--- config.mk ---
export PLATFORM = sky130hd
export DESIGN_NAME = dirty_rect_accumulator_unit_flat
export DESIGN_NICKNAME = d
export VERILOG_FILES = /design/src/sv/drau_pkg.sv /design/src/sv/drau_in_if.sv /design/src/sv/drau_out_if.sv /design/src/sv/dirty_rect_accumulator_unit.sv /design/src/sv/drau_rect_ram.sv /design/src/flat_wrapper.sv
export VERILOG_INCLUDE_DIRS = /design/src /design/src/sv
export SDC_FILE = /design/constraint.sdc
export NUM_CORES = 2
export LEC_CHECK = 0
export ABC_CLOCK_PERIOD_IN_PS = 14150
export BUFFER_PORTS_ARGS = -buffer_cell sky130_fd_sc_hd__clkbuf_2
export CORE_ASPECT_RATIO = 1.75
export CORE_UTILIZATION = 40
export CTS_BUF_LIST = sky130_fd_sc_hd__clkbuf_4 sky130_fd_sc_hd__clkbuf_8 sky130_fd_sc_hd__clkbuf_16
export DETAILED_ROUTE_END_ITERATION = 12
export SKIP_CTS_REPAIR_TIMING = 1
export SLEW_MARGIN = 20
export SYNTH_ARGS = -nofsm -noshare
export SYNTH_HDL_FRONTEND = slang
export SYNTH_SLANG_ARGS = --single-unit
export TNS_END_PERCENT = 10
--- constraint.sdc ---
create_clock -name clk_i -period 14.15 [get_ports clk_i]
set_clock_uncertainty 0.05 [all_clocks]
set_input_delay 2.1225 -clock clk_i [delete_from_list [all_inputs] [get_ports clk_i]]
set_output_delay 2.1225 -clock clk_i [all_outputs]
set_load 0.1 [all_outputs]
--- src/sv/dirty_rect_accumulator_unit_macros.svh ---
// ----------------------------------------------------------------------------
// Dirty rectangle accumulator assertion macros
// Shared concurrent assertion wrappers, clocked on clk_i, off in reset.
// ----------------------------------------------------------------------------
`ifndef DIRTY_RECT_ACCUMULATOR_UNIT_MACROS_SVH
`define DIRTY_RECT_ACCUMULATOR_UNIT_MACROS_SVH

// same-cycle implication
`define DRAU_ASSERT_IMP(lbl, ante, cons, msg) \
  lbl: assert property (@(posedge clk_i) disable iff (!rst_ni) (ante) |-> (cons)) \
    else $error(msg);

// next-cycle implication
`define DRAU_ASSERT_NXT(lbl, ante, cons, msg) \
  lbl: assert property (@(posedge clk_i) disable iff (!rst_ni) (ante) |=> (cons)) \
    else $error(msg);

`endif

--- src/sv/drau_pkg.sv ---
// ----------------------------------------------------------------------------
// Dirty rectangle accumulator package
// Shared types, modes and defaults.
// ----------------------------------------------------------------------------
package drau_pkg;

  localparam int unsigned MAX_RECTS_DEF = 8;

  typedef enum logic [1:0] {
    MODE_START = 2'd0,
    MODE_MERGE = 2'd1,
    MODE_READ  = 2'd2
  } mode_e;

  typedef struct packed {
    logic signed [15:0] x;
    logic signed [15:0] y;
    logic        [15:0] w;
    logic        [15:0] h;
  } rect_t;

endpackage

--- src/sv/drau_in_if.sv ---
// ----------------------------------------------------------------------------
// Dirty rectangle accumulator input channel
// Valid/ready channel carrying one request beat.
// ----------------------------------------------------------------------------
interface drau_in_if;
  logic               valid;
  logic               ready;
  logic [1:0]         mode;
  logic signed [15:0] rect_x;
  logic signed [15:0] rect_y;
  logic [15:0]        rect_width;
  logic [15:0]        rect_height;
  logic               source_full;
  logic               source_last;
  logic [31:0]        source_frame;
  logic [63:0]        source_time;
  logic [2:0]         read_slot;

  modport source (
    output valid, mode, rect_x, rect_y, rect_width, rect_height,
           source_full, source_last, source_frame, source_time, read_slot,
    input  ready
  );

  modport sink (
    input  valid, mode, rect_x, rect_y, rect_width, rect_height,
           source_full, source_last, source_frame, source_time, read_slot,
    output ready
  );
endinterface

--- src/sv/drau_out_if.sv ---
// ----------------------------------------------------------------------------
// Dirty rectangle accumulator output channel
// Valid/ready channel carrying one result beat.
// ----------------------------------------------------------------------------
interface drau_out_if;
  logic               valid;
  logic               ready;
  logic signed [15:0] out_x;
  logic signed [15:0] out_y;
  logic [15:0]        out_width;
  logic [15:0]        out_height;
  logic [3:0]         held_count;
  logic               is_full_screen;
  logic [31:0]        held_frame;
  logic [63:0]        held_time;
  logic               collapsed;

  modport source (
    output valid, out_x, out_y, out_width, out_height, held_count,
           is_full_screen, held_frame, held_time, collapsed,
    input  ready
  );

  modport sink (
    input  valid, out_x, out_y, out_width, out_height, held_count,
           is_full_screen, held_frame, held_time, collapsed,
    output ready
  );
endinterface

--- src/sv/dirty_rect_accumulator_unit.sv ---
// ----------------------------------------------------------------------------
// Dirty rectangle accumulator
// Holds one pending present request: up to MAX_RECTS dirty rectangles, a
// full-screen mark, a frame id and a submit time. in_i takes one request beat
// (start target, merge rectangle, read slot); out_o returns one result beat
// per request. Start, read and plain append pass from accept through the
// EXEC, RD and OUT states to out_o.valid; a merge into a full store walks
// every stored rectangle through one bounding-box compare unit, one per cycle
// off the store's read port, and the SCAN, LAST and FIN states fold them and
// write the box to slot 0 before RD and OUT. in_i.ready is high only while the
// sequencer is idle, so one request is in flight at a time; it rises together
// with out_o.valid. A result waiting on out_o does not block the next accept;
// if out_o is still stalled when that request finishes, the sequencer holds
// until the result register frees. Reset empties the store count, clears the
// full-screen mark, frame id and time, and drops out_o.valid; the slot
// contents are not cleared.
// ----------------------------------------------------------------------------
`include "dirty_rect_accumulator_unit_macros.svh"

module dirty_rect_accumulator_unit #(
  parameter int unsigned MAX_RECTS = drau_pkg::MAX_RECTS_DEF
) (
  input  logic       clk_i,
  input  logic       rst_ni,
  drau_in_if.sink    in_i,
  drau_out_if.source out_o
);

  localparam int unsigned IdxW    = (MAX_RECTS > 1) ? $clog2(MAX_RECTS) : 1;
  localparam int unsigned CntW    = $clog2(MAX_RECTS + 1);
  localparam int unsigned SlotExW = (IdxW > 3) ? IdxW : 3;
  localparam int unsigned CntExW  = (CntW > 4) ? CntW : 4;

  localparam logic [2:0] S_IDLE = 3'd0;
  localparam logic [2:0] S_EXEC = 3'd1;
  localparam logic [2:0] S_SCAN = 3'd2;
  localparam logic [2:0] S_LAST = 3'd3;
  localparam logic [2:0] S_FIN  = 3'd4;
  localparam logic [2:0] S_RD   = 3'd5;
  localparam logic [2:0] S_OUT  = 3'd6;

  logic [2:0]      state_q, state_d;
  logic [CntW-1:0] count_q, count_d;
  logic            full_q, full_d;
  logic [31:0]     frame_q, frame_d;
  logic [63:0]     time_q, time_d;
  logic            coll_q, coll_d;
  logic [IdxW-1:0] idx_q, idx_d;
  logic            acc_en_q;

  // latched request
  logic [1:0]      mode_q;
  drau_pkg::rect_t item_q;
  logic            src_full_q;
  logic            src_last_q;
  logic [31:0]     src_frame_q;
  logic [63:0]     src_time_q;
  logic [2:0]      slot_q;

  // bounding box
  logic signed [15:0] min_x_q, min_y_q, min_x_d, min_y_d;
  logic signed [17:0] max_x_q, max_y_q, max_x_d, max_y_d;

  // store ports
  logic            we;
  logic [IdxW-1:0] waddr;
  drau_pkg::rect_t wdata;
  logic            re;
  logic [IdxW-1:0] raddr;
  drau_pkg::rect_t rdata;

  // result register
  logic               out_vld_q;
  drau_pkg::rect_t    out_rect_q;
  logic [3:0]         out_cnt_q;
  logic               out_full_q;
  logic [31:0]        out_frame_q;
  logic [63:0]        out_time_q;
  logic               out_coll_q;

  logic               in_fire;
  logic               out_free;
  logic               slot_ok;
  logic [SlotExW-1:0] slot_ex;
  logic [IdxW-1:0]    rd_sel;
  logic [CntExW-1:0]  cnt_ex;
  logic signed [17:0] cand_rx, cand_ry, item_rx, item_ry;
  logic signed [17:0] span_x, span_y;
  logic [15:0]        sat_w, sat_h;
  drau_pkg::rect_t    bbox;

  assign in_fire  = in_i.valid && in_i.ready;
  assign out_free = !out_vld_q || out_o.ready;
  assign in_i.ready = (state_q == S_IDLE);

  assign slot_ex = SlotExW'(slot_q);
  assign slot_ok = (32'(slot_q) < 32'(MAX_RECTS));
  assign rd_sel  = (mode_q == drau_pkg::MODE_READ && slot_ok) ? slot_ex[IdxW-1:0] : '0;
  assign cnt_ex  = CntExW'(count_q);

  // right/bottom edges
  assign cand_rx = 18'(rdata.x) + $signed({2'b00, rdata.w});
  assign cand_ry = 18'(rdata.y) + $signed({2'b00, rdata.h});
  assign item_rx = 18'(item_q.x) + $signed({2'b00, item_q.w});
  assign item_ry = 18'(item_q.y) + $signed({2'b00, item_q.h});

  assign span_x = max_x_q - 18'(min_x_q);
  assign span_y = max_y_q - 18'(min_y_q);
  assign sat_w  = (span_x[17:16] != 2'b00) ? 16'hFFFF : span_x[15:0];
  assign sat_h  = (span_y[17:16] != 2'b00) ? 16'hFFFF : span_y[15:0];

  always_comb begin
    bbox.x = min_x_q;
    bbox.y = min_y_q;
    bbox.w = sat_w;
    bbox.h = sat_h;
  end

  // shared compare unit: one stored rectangle per cycle
  always_comb begin
    min_x_d = min_x_q;
    min_y_d = min_y_q;
    max_x_d = max_x_q;
    max_y_d = max_y_q;
    if (state_q == S_EXEC) begin
      min_x_d = item_q.x;
      min_y_d = item_q.y;
      max_x_d = item_rx;
      max_y_d = item_ry;
    end else if (acc_en_q) begin
      if (rdata.x < min_x_q) min_x_d = rdata.x;
      if (rdata.y < min_y_q) min_y_d = rdata.y;
      if (cand_rx > max_x_q) max_x_d = cand_rx;
      if (cand_ry > max_y_q) max_y_d = cand_ry;
    end
  end

  always_comb begin
    state_d = state_q;
    count_d = count_q;
    full_d  = full_q;
    frame_d = frame_q;
    time_d  = time_q;
    coll_d  = coll_q;
    idx_d   = idx_q;
    we      = 1'b0;
    waddr   = count_q[IdxW-1:0];
    wdata   = item_q;
    re      = 1'b0;
    raddr   = rd_sel;
    unique case (state_q)
      S_IDLE: begin
        if (in_fire) begin
          coll_d  = 1'b0;
          state_d = S_EXEC;
        end
      end
      S_EXEC: begin
        state_d = S_RD;
        if (mode_q == drau_pkg::MODE_START) begin
          count_d = '0;
          full_d  = 1'b0;
          frame_d = src_frame_q;
          time_d  = src_time_q;
        end else if (mode_q == drau_pkg::MODE_MERGE) begin
          if (src_full_q) begin
            count_d = '0;
            full_d  = 1'b1;
          end else if (!full_q) begin
            if (count_q < CntW'(MAX_RECTS)) begin
              we      = 1'b1;
              count_d = count_q + 1'b1;
            end else begin
              idx_d   = '0;
              state_d = S_SCAN;
            end
            if (src_last_q) begin
              frame_d = src_frame_q;
              if (src_time_q > time_q) time_d = src_time_q;
            end
          end
        end
      end
      S_SCAN: begin
        re    = 1'b1;
        raddr = idx_q;
        if (idx_q == IdxW'(MAX_RECTS - 1)) begin
          state_d = S_LAST;
        end else begin
          idx_d = idx_q + 1'b1;
        end
      end
      S_LAST: begin
        state_d = S_FIN;
      end
      S_FIN: begin
        we      = 1'b1;
        waddr   = '0;
        wdata   = bbox;
        count_d = CntW'(1);
        coll_d  = 1'b1;
        state_d = S_RD;
      end
      S_RD: begin
        re      = 1'b1;
        state_d = S_OUT;
      end
      S_OUT: begin
        if (out_free) state_d = S_IDLE;
      end
      default: state_d = S_IDLE;
    endcase
  end

  drau_rect_ram #(
    .Depth (MAX_RECTS),
    .AddrW (IdxW)
  ) u_ram (
    .clk_i   (clk_i),
    .we_i    (we),
    .waddr_i (waddr),
    .wdata_i (wdata),
    .re_i    (re),
    .raddr_i (raddr),
    .rdata_o (rdata)
  );

  always_ff @(posedge clk_i or negedge rst_ni) begin
    if (!rst_ni) begin
      state_q  <= S_IDLE;
      count_q  <= '0;
      full_q   <= 1'b0;
      frame_q  <= '0;
      time_q   <= '0;
      coll_q   <= 1'b0;
      idx_q    <= '0;
      acc_en_q <= 1'b0;
    end else begin
      state_q  <= state_d;
      count_q  <= count_d;
      full_q   <= full_d;
      frame_q  <= frame_d;
      time_q   <= time_d;
      coll_q   <= coll_d;
      idx_q    <= idx_d;
      acc_en_q <= (state_q == S_SCAN);
    end
  end

  always_ff @(posedge clk_i) begin
    if (in_fire) begin
      mode_q      <= in_i.mode;
      item_q.x    <= in_i.rect_x;
      item_q.y    <= in_i.rect_y;
      item_q.w    <= in_i.rect_width;
      item_q.h    <= in_i.rect_height;
      src_full_q  <= in_i.source_full;
      src_last_q  <= in_i.source_last;
      src_frame_q <= in_i.source_frame;
      src_time_q  <= in_i.source_time;
      slot_q      <= in_i.read_slot;
    end
    min_x_q <= min_x_d;
    min_y_q <= min_y_d;
    max_x_q <= max_x_d;
    max_y_q <= max_y_d;
  end

  // result register
  always_ff @(posedge clk_i or negedge rst_ni) begin
    if (!rst_ni) begin
      out_vld_q <= 1'b0;
    end else if (state_q == S_OUT && out_free) begin
      out_vld_q <= 1'b1;
    end else if (out_o.ready) begin
      out_vld_q <= 1'b0;
    end
  end

  always_ff @(posedge clk_i) begin
    if (state_q == S_OUT && out_free) begin
      if (mode_q == drau_pkg::MODE_READ && !slot_ok) begin
        out_rect_q <= '0;
      end else begin
        out_rect_q <= rdata;
      end
      out_cnt_q   <= cnt_ex[3:0];
      out_full_q  <= full_q;
      out_frame_q <= frame_q;
      out_time_q  <= time_q;
      out_coll_q  <= coll_q;
    end
  end

  assign out_o.valid          = out_vld_q;
  assign out_o.out_x          = out_rect_q.x;
  assign out_o.out_y          = out_rect_q.y;
  assign out_o.out_width      = out_rect_q.w;
  assign out_o.out_height     = out_rect_q.h;
  assign out_o.held_count     = out_cnt_q;
  assign out_o.is_full_screen = out_full_q;
  assign out_o.held_frame     = out_frame_q;
  assign out_o.held_time      = out_time_q;
  assign out_o.collapsed      = out_coll_q;

  `DRAU_ASSERT_IMP(a_full_empty, full_q, count_q == '0, "full-screen target holds rectangles")
  `DRAU_ASSERT_IMP(a_scan_full, state_q == S_SCAN, count_q == CntW'(MAX_RECTS), "scan on partial store")
  `DRAU_ASSERT_NXT(a_fin_count, state_q == S_FIN, count_q == CntW'(1) && coll_q, "collapse did not finish")
  `DRAU_ASSERT_IMP(a_out_src, $rose(out_vld_q), $past(state_q) == S_OUT, "result without sequencer")

endmodule

--- src/sv/drau_rect_ram.sv ---
// ----------------------------------------------------------------------------
// Dirty rectangle store
// One write port, one read port with registered read data.
// ----------------------------------------------------------------------------
module drau_rect_ram #(
  parameter int unsigned Depth = drau_pkg::MAX_RECTS_DEF,
  parameter int unsigned AddrW = (Depth > 1) ? $clog2(Depth) : 1
) (
  input  logic                 clk_i,
  input  logic                 we_i,
  input  logic [AddrW-1:0]     waddr_i,
  input  drau_pkg::rect_t      wdata_i,
  input  logic                 re_i,
  input  logic [AddrW-1:0]     raddr_i,
  output drau_pkg::rect_t      rdata_o
);

  drau_pkg::rect_t mem [Depth];
  drau_pkg::rect_t rdata_q;

  always_ff @(posedge clk_i) begin
    if (we_i) begin
      mem[waddr_i] <= wdata_i;
    end
  end

  always_ff @(posedge clk_i) begin
    if (re_i) begin
      rdata_q <= mem[raddr_i];
    end
  end

  assign rdata_o = rdata_q;

endmodule
--- src/flat_wrapper.sv ---
// flat-port wrapper written by rule: the top's interface ports become plain ports
module dirty_rect_accumulator_unit_flat 
#(
  parameter int unsigned MAX_RECTS = drau_pkg::MAX_RECTS_DEF
)
  (clk_i, rst_ni, in_i_valid, in_i_mode, in_i_rect_x, in_i_rect_y, in_i_rect_width, in_i_rect_height, in_i_source_full, in_i_source_last, in_i_source_frame, in_i_source_time, in_i_read_slot, in_i_ready, out_o_valid, out_o_out_x, out_o_out_y, out_o_out_width, out_o_out_height, out_o_held_count, out_o_is_full_screen, out_o_held_frame, out_o_held_time, out_o_collapsed, out_o_ready);
  drau_in_if in_i_i ();
  drau_out_if out_o_i ();
  input  logic clk_i;
  input  logic rst_ni;
  input wire logic [$bits(in_i_i.valid)-1:0] in_i_valid;
  input wire logic [$bits(in_i_i.mode)-1:0] in_i_mode;
  input wire logic [$bits(in_i_i.rect_x)-1:0] in_i_rect_x;
  input wire logic [$bits(in_i_i.rect_y)-1:0] in_i_rect_y;
  input wire logic [$bits(in_i_i.rect_width)-1:0] in_i_rect_width;
  input wire logic [$bits(in_i_i.rect_height)-1:0] in_i_rect_height;
  input wire logic [$bits(in_i_i.source_full)-1:0] in_i_source_full;
  input wire logic [$bits(in_i_i.source_last)-1:0] in_i_source_last;
  input wire logic [$bits(in_i_i.source_frame)-1:0] in_i_source_frame;
  input wire logic [$bits(in_i_i.source_time)-1:0] in_i_source_time;
  input wire logic [$bits(in_i_i.read_slot)-1:0] in_i_read_slot;
  output wire logic [$bits(in_i_i.ready)-1:0] in_i_ready;
  output wire logic [$bits(out_o_i.valid)-1:0] out_o_valid;
  output wire logic [$bits(out_o_i.out_x)-1:0] out_o_out_x;
  output wire logic [$bits(out_o_i.out_y)-1:0] out_o_out_y;
  output wire logic [$bits(out_o_i.out_width)-1:0] out_o_out_width;
  output wire logic [$bits(out_o_i.out_height)-1:0] out_o_out_height;
  output wire logic [$bits(out_o_i.held_count)-1:0] out_o_held_count;
  output wire logic [$bits(out_o_i.is_full_screen)-1:0] out_o_is_full_screen;
  output wire logic [$bits(out_o_i.held_frame)-1:0] out_o_held_frame;
  output wire logic [$bits(out_o_i.held_time)-1:0] out_o_held_time;
  output wire logic [$bits(out_o_i.collapsed)-1:0] out_o_collapsed;
  input wire logic [$bits(out_o_i.ready)-1:0] out_o_ready;
  assign in_i_i.valid = in_i_valid;
  assign in_i_i.mode = in_i_mode;
  assign in_i_i.rect_x = in_i_rect_x;
  assign in_i_i.rect_y = in_i_rect_y;
  assign in_i_i.rect_width = in_i_rect_width;
  assign in_i_i.rect_height = in_i_rect_height;
  assign in_i_i.source_full = in_i_source_full;
  assign in_i_i.source_last = in_i_source_last;
  assign in_i_i.source_frame = in_i_source_frame;
  assign in_i_i.source_time = in_i_source_time;
  assign in_i_i.read_slot = in_i_read_slot;
  assign in_i_ready = in_i_i.ready;
  assign out_o_valid = out_o_i.valid;
  assign out_o_out_x = out_o_i.out_x;
  assign out_o_out_y = out_o_i.out_y;
  assign out_o_out_width = out_o_i.out_width;
  assign out_o_out_height = out_o_i.out_height;
  assign out_o_held_count = out_o_i.held_count;
  assign out_o_is_full_screen = out_o_i.is_full_screen;
  assign out_o_held_frame = out_o_i.held_frame;
  assign out_o_held_time = out_o_i.held_time;
  assign out_o_collapsed = out_o_i.collapsed;
  assign out_o_i.ready = out_o_ready;
  dirty_rect_accumulator_unit #(.MAX_RECTS(MAX_RECTS)) u_core (.clk_i(clk_i), .rst_ni(rst_ni), .in_i(in_i_i), .out_o(out_o_i));
endmodule
# After elaboration in Yosys (flattened, before gate mapping)

Memories as Yosys holds them, arrays and structs flattened. A register that Yosys moved wholly into a read port is not among the register bits.
Cells that the tools add are included.

Register bits after elaboration: 511
RAM bits: 512
Bits of input ports: 171
Word-level logic and storage cells: 170
Memories: 1

Memory list:

| name             | depth | width | rd ports | clocked after Yosys merged registers in | wr ports | line                | text |
|---|---|---|---|---|---|---|---|
| u_core.u_ram.mem | 8     | 64    | 1        | 1                                       | 1        | drau_rect_ram.sv:18 | `drau_pkg::rect_t mem [Depth];` |

Add/sub/neg operators: 8
$lt $le $gt $ge: 6
Eq/ne operators: 23
Multiplexer cells: 67
Reductions and logical operators: 33

Operators by type and width:

| operator             | number |
|---|---|
| $mux W64             | 7 |
| $mux W32             | 5 |
| $mux W16             | 8 |
| $mux W18             | 6 |
| $add A16 B17 Y18     | 4 |
| $gt A64 B64 Y1       | 1 |
| $mux W3              | 17 |
| $gt A18 B18 Y1       | 2 |
| $sub A18 B16 Y18     | 2 |
| $lt A16 B16 Y1       | 2 |
| $reduce_bool A2 Y1   | 15 |
| $pmux W3 S7          | 1 |
| $mux W4              | 5 |
| $ne A2 B2 Y1 const B | 9 |
| $mux W1              | 14 |
| $eq A3 B3 Y1 const B | 4 |
| $reduce_and A2 Y1    | 5 |
| $pmux W4 S2          | 1 |
| $reduce_and A7 Y1    | 1 |
| $eq A3 B2 Y1 const B | 2 |
| $pmux W3 S2          | 1 |
| $reduce_and A3 Y1    | 2 |
| $reduce_and A6 Y1    | 1 |
| $reduce_and A5 Y1    | 1 |
| 18 further kinds     | 21 |

# Depth between registers and ports, before layout

Word-level depth: 9
Gate-level depth with buffers: 18

# By module

Synthesis repeated with hierarchy kept, for this count alone.

Cell total of the unflattened synthesis: 2,916
Area total of the unflattened synthesis: 46,933.8 um2

By module, submodules not included:

| module                      | times used | cells each | area each (um2) | sequential area each (um2) |
|---|---|---|---|---|
| dirty_rect_accumulator_unit | 1          | 2,100      | 25,745.9        | 14,794.2 |
| drau_rect_ram               | 1          | 816        | 21,187.8        | 17,296.6 |

# Worst setup path before layout

No wires, ideal clock.

Path kind: input-to-reg
Start point: in out_o_ready
End point: reg u_core.out_coll_q, in the netlist u_core.out_o.collapsed, enable pin
Setup time: 0.693 ns
Arrival: 9.219 ns
Path slack: 4.188 ns
Cell stages on the path: 3
Cell sequence: nand2b_1 -> nand2_1 -> nor2_1

Longest elaborated chain between the ends: 2

Ends and longest elaborated chain:

| what                 | line                               | text |
|---|---|---|
| from (decl)          | flat_wrapper.sv:33                 | `input wire logic [$bits(out_o_i.ready)-1:0] out_o_ready;` |
| $logic_or A1 B1 Y1   | dirty_rect_accumulator_unit.sv:93  | `assign out_free = !out_vld_q \|\| out_o.ready;` |
| $logic_and A1 B1 Y1  | dirty_rect_accumulator_unit.sv:281 | `if (state_q == S_OUT && out_free) begin` |
| to (signal assigned) | dirty_rect_accumulator_unit.sv:291 | `out_coll_q <= coll_q;` |
| to (decl)            | dirty_rect_accumulator_unit.sv:79  | `logic out_coll_q;` |

No other way between the ends.
A chain may end at the register's enable or synchronous reset.

# Worst setup path after layout

Start point: reg u_core.u_ram.rdata_o[32] (netlist name)
End point: reg u_core.max_y_q[15], enable pin

Longest elaborated chain between the ends: 4

Ends and longest elaborated chain:

| what                                | line                               | text |
|---|---|---|
| $add A16 B17 Y18                    | dirty_rect_accumulator_unit.sv:103 | `assign cand_ry = 18'(rdata.y) + $signed({2'b00, rdata.h});` |
| $gt A18 B18 Y1                      | dirty_rect_accumulator_unit.sv:134 | `if (cand_ry > max_y_q) max_y_d = cand_ry;` |
| $reduce_bool A2 Y1 (no source line) | -                                  |  |
| $reduce_and A2 Y1 (no source line)  | -                                  |  |
| to (signal assigned)                | dirty_rect_accumulator_unit.sv:266 | `max_y_q <= max_y_d;` |
| to (decl)                           | dirty_rect_accumulator_unit.sv:62  | `logic signed [17:0] max_x_q, max_y_q, max_x_d, max_y_d;` |

No other way between the ends.

==> results list <==
* Path depth of the worst reg2reg path: 18
* Number of max-slew violations in the final report: 0
- Ports placed on the boundary: 339
* DIE WIDTH: 262 um
- Slew Limit Headroom: 0.267
* Htree depth: 3
- Share of layout cells above drive strength 1: 0.171
* Crit path arrival time: 5060 ps
- Drt via density: 5.37
- After the last flow step, the layout net total stands at 4442.
- In the final layout, the multi-input gates occupy 14300 um2.
* Detailed-route DRC error count: 0
- The via count of the first global-routing pass came to 30.4k.
- Once layout is complete, the utilization of the core stands at 0.465.
* Maximum ir drop on the vdd rail: 109 uV
* Final TNS setup: 0 ps
* Placed cells: 5439
- At the worst endpoint, the required time is 14250 ps.
- No sink is reached through more buffers than the 3 on the longest clock path.
- Number of synthesized register bits: 1087
- Fill cell count: 10.3k
- For this configuration, the core starts out at a cell density of 0.404.
* HP Class: flip-flop to flip-flop
- For this run, the top clock speed supported by timing is 202 MHz.
- Synth area leader: edfxtp_1
- Detailed router's first-iteration violation count: 2532
* GR Util All Layers: 0.208
- Setup repair after global routing left no endpoint under its margin.
- In the final routed layout, each cell accounts on average for 22.4 um.
- Mapped Avg Cell Area: 12.9 um2
* EDFF count, synth: 977
- Transition time at the pin with the least slew margin: 1100 ps
- The die covers 120000 um2.
- Clock buffers created by TritonCTS: 101
- Walking the worst path, the cells encountered are ha_1, inv_1, fa_1, nor2b_1, o31a_1, o211ai_1, a21boi_0, o21a_1, o21ai_0, nand2_1, xor2_1, ha_1, nand4_1, nor2_1, nand4_1, o211a_1, o311ai_0, nand3_1.
- The largest single stage delay on the critical path is 810 ps.
- At the end of routability-driven placement, the weighted congestion stood at 0.850.
* Maximum number of pins on one net before global-route repair: 193
* Final setup viols: 0
* Static leakage: 21.4 nW
- Clock period minus worst slack: 4950 ps
* Most used DFF post-synth: edfxtp_1
* Global route overflow: 0
- Of all nets on the critical path, the largest fanout is 18.
* Hold Path Depth: 0
- Worst setup EP type: flip-flop
- Initial antenna violation count: 2
* Syn Nets: 4098
- During placement, the flow inserted port buffers numbering 338.
- Once detail routing completed, the nets flagged for antenna violations numbered 0.
- For this design, the slowest cell found on the critical path is nand3_1.
* Post-synth top area share: 0.619
- In the finished design, the share of the clock period the worst path needs comes to 0.350.
- The Yosys step of the flow raised 0 warnings.
* Fraction of registers with async set/reset: 0.101
* Max-cap check violation count: 0
- WL final: 126000 um
- Global-route wire length before repair: 188000 um
* P per Cell Area: 237 nW/um2
* Count of TritonRoute iterations in the first routing pass: 5
* CP Class: flip-flop to flip-flop
- The cell count after synthesis came out at 3686.
* Most frequently used cell type in the post-synthesis netlist: edfxtp_1
* Logic depth of the worst setup path including buffers: 18
* Register area: 32100 um2
* Unique cell type count in the Yosys netlist: 77
* Root buffer cell: clkbuf_16
* Kind of cell adding the most delay to the critical path: compound AO/OA/AOI/OAI gates
- TritonCTS built the clock tree.
- Once layout is complete, the cells apart from fillers number 5632.
- Worst Path Buf+Inv: 1
* Worst-skew pair later-pin latency: 740 ps
- Clock-pin slew was measured on the worst setup and hold paths at 70 ps.
- The routed layout has 30.2k vias.
- Core Box Area: 117000 um2
* Worst Setup Start Kind: flip-flop
- Vertical die dimension: 457 um
- Outcome: complete, no violations
- Final hold viol count: 0
* Crit path setup slack, layout: 9200 ps
- TritonCTS Sinks: 1087
* Synth area leaders: edfxtp_1 (62%), ha_1 (6.2%), nand2_1 (6.2%)
- Summing every instance area after synthesis gives 47400 um2.
* Post-synth top cells: edfxtp_1 (977), nand2_1 (778), nand3_1 (333)
* Seq/Total Area, Yosys: 0.677
* Pre-CTS worst setup slack: 9220 ps
- The initialized floorplan defines 166 standard-cell rows.
* Post-detailed-placement half-perimeter wirelength: 81700 um
- Compared with the post-synthesis result, the final layout area differs by 15.1%.
## worst reg2reg max path, delay by kind of cell (launching register included)
kind | cells | cell delay (ps)
AO/OA/AOI/OAI | 7 | 1600
AND/OR/NAND/NOR | 6 | 1360
adder cells (fa/ha/maj) | 3 | 740
flip-flops | 1 | 420
XOR/XNOR | 1 | 150
buffers and inverters | 1 | 90
## metal layers
| layer | global-route usage | vias to the layer above | share of wire |
|---|---|---|---|
| li1 | - | 14000 | - |
| met1 | 0.251 | 15000 | 0.40 |
| met2 | 0.371 | 952 | 0.51 |
| met3 | 0.0325 | 210 | 0.051 |
| met4 | 0.0852 | 2 | 0.036 |
| met5 | 0 | - | 0.00011 |
## report_power, final
| part | switching, W | internal (W) | leakage, nW | total [W] |
|---|---|---|---|---|
| Combinational | 0.00332 | 0.00161 | 9.39 | 0.00493 |
| Clock | 0.00125 | 0.00166 | 1.75 | 0.00292 |
| Sequential | 0.000423 | 0.00465 | 10.3 | 0.00507 |
## kinds of logic (layout without fill, tap and decap cells)
group,count (synthesis),count (layout),share of synthesized area
AO/OA/AOI/OAI,492,492,0.0669
XOR/XNOR,85,85,0.0157
adder cells (fa/ha/maj),241,241,0.0645
buffers and inverters,318,750,0.0256
flip-flops,1087,1087,0.677
multiplexers,112,112,0.0265
other,0,2,0
AND/OR/NAND/NOR,1351,1351,0.124
## sequential cells by signal, indices dropped and copies added, names as in the netlist, 3 cells and up
register                 cells
u_core.cnt_ex                4
u_core.frame_q              32
u_core.idx_q                 3
u_core.item_q               64
u_core.max_x_q              18
u_core.max_y_q              18
u_core.min_x_q              16
u_core.min_y_q              16
u_core.out_o.held_count      4
u_core.out_o.held_frame     32
u_core.out_o.held_time      64
u_core.out_o.out_height     16
u_core.out_o.out_width      16
u_core.out_o.out_x          16
u_core.out_o.out_y          16
u_core.slot_ex               3
u_core.src_frame_q          32
u_core.src_time_q           64
u_core.state_q               3
u_core.time_q               64
u_core.u_ram.mem           512
u_core.u_ram.rdata_o        64
## layout by cell type (no fill, tap or decap), drive strengths merged, types with 24 or more instances in the layout
cell type,count
a21oi,97
nand3,333
xor2,29
o21ai,173
nand4,30
edfxtp,977
nand2,778
dfrtp,110
o21a,26
clkinv,41
a21o,72
xnor2,56
buf,43
inv,185
clkbuf,460
o22a,27
nor2,94
ha,235
mux2,110
nor2b,24
## area by class of cell
class | instances | share of cell area
Antenna cell | 2 | 0.0000917
Clock buffer | 123 | 0.0507
Clock inverter | 68 | 0.0145
Inverter | 179 | 0.0123
Multi-Input combinational cell | 2281 | 0.262
Sequential cell | 1087 | 0.588
Tap cell | 1512 | 0.0347
Timing Repair Buffer | 380 | 0.0375
## per-stage QoR
stage          cell area, um2  hold slack [ps]  total power (W)
3_3_place_gp            51000              374          0.00999
6_report                54600              386           0.0129
4_1_cts                 54600              393           0.0130
5_1_grt                 54600              395           0.0136
2_1_floorplan           47400              371          0.00862
3_5_place_dp            51000              378           0.0101
## worst paths after layout
kind / to / from / slack [ps]
max: u_core.max_y_q[15] / u_core.u_ram.rdata_o[32] / 9200
min: u_core.out_o.held_frame[21] / u_core.frame_q[21] / 390
max reg2reg: u_core.max_y_q[15] / u_core.u_ram.rdata_o[32] / 9200
min reg2reg: u_core.out_o.held_frame[21] / u_core.frame_q[21] / 390
max in group asynchronous: u_core.frame_q[4] / rst_ni / 11140
min in group asynchronous: u_core.time_q[43] / rst_ni / 1200
(Power assumes the default switching activity.)
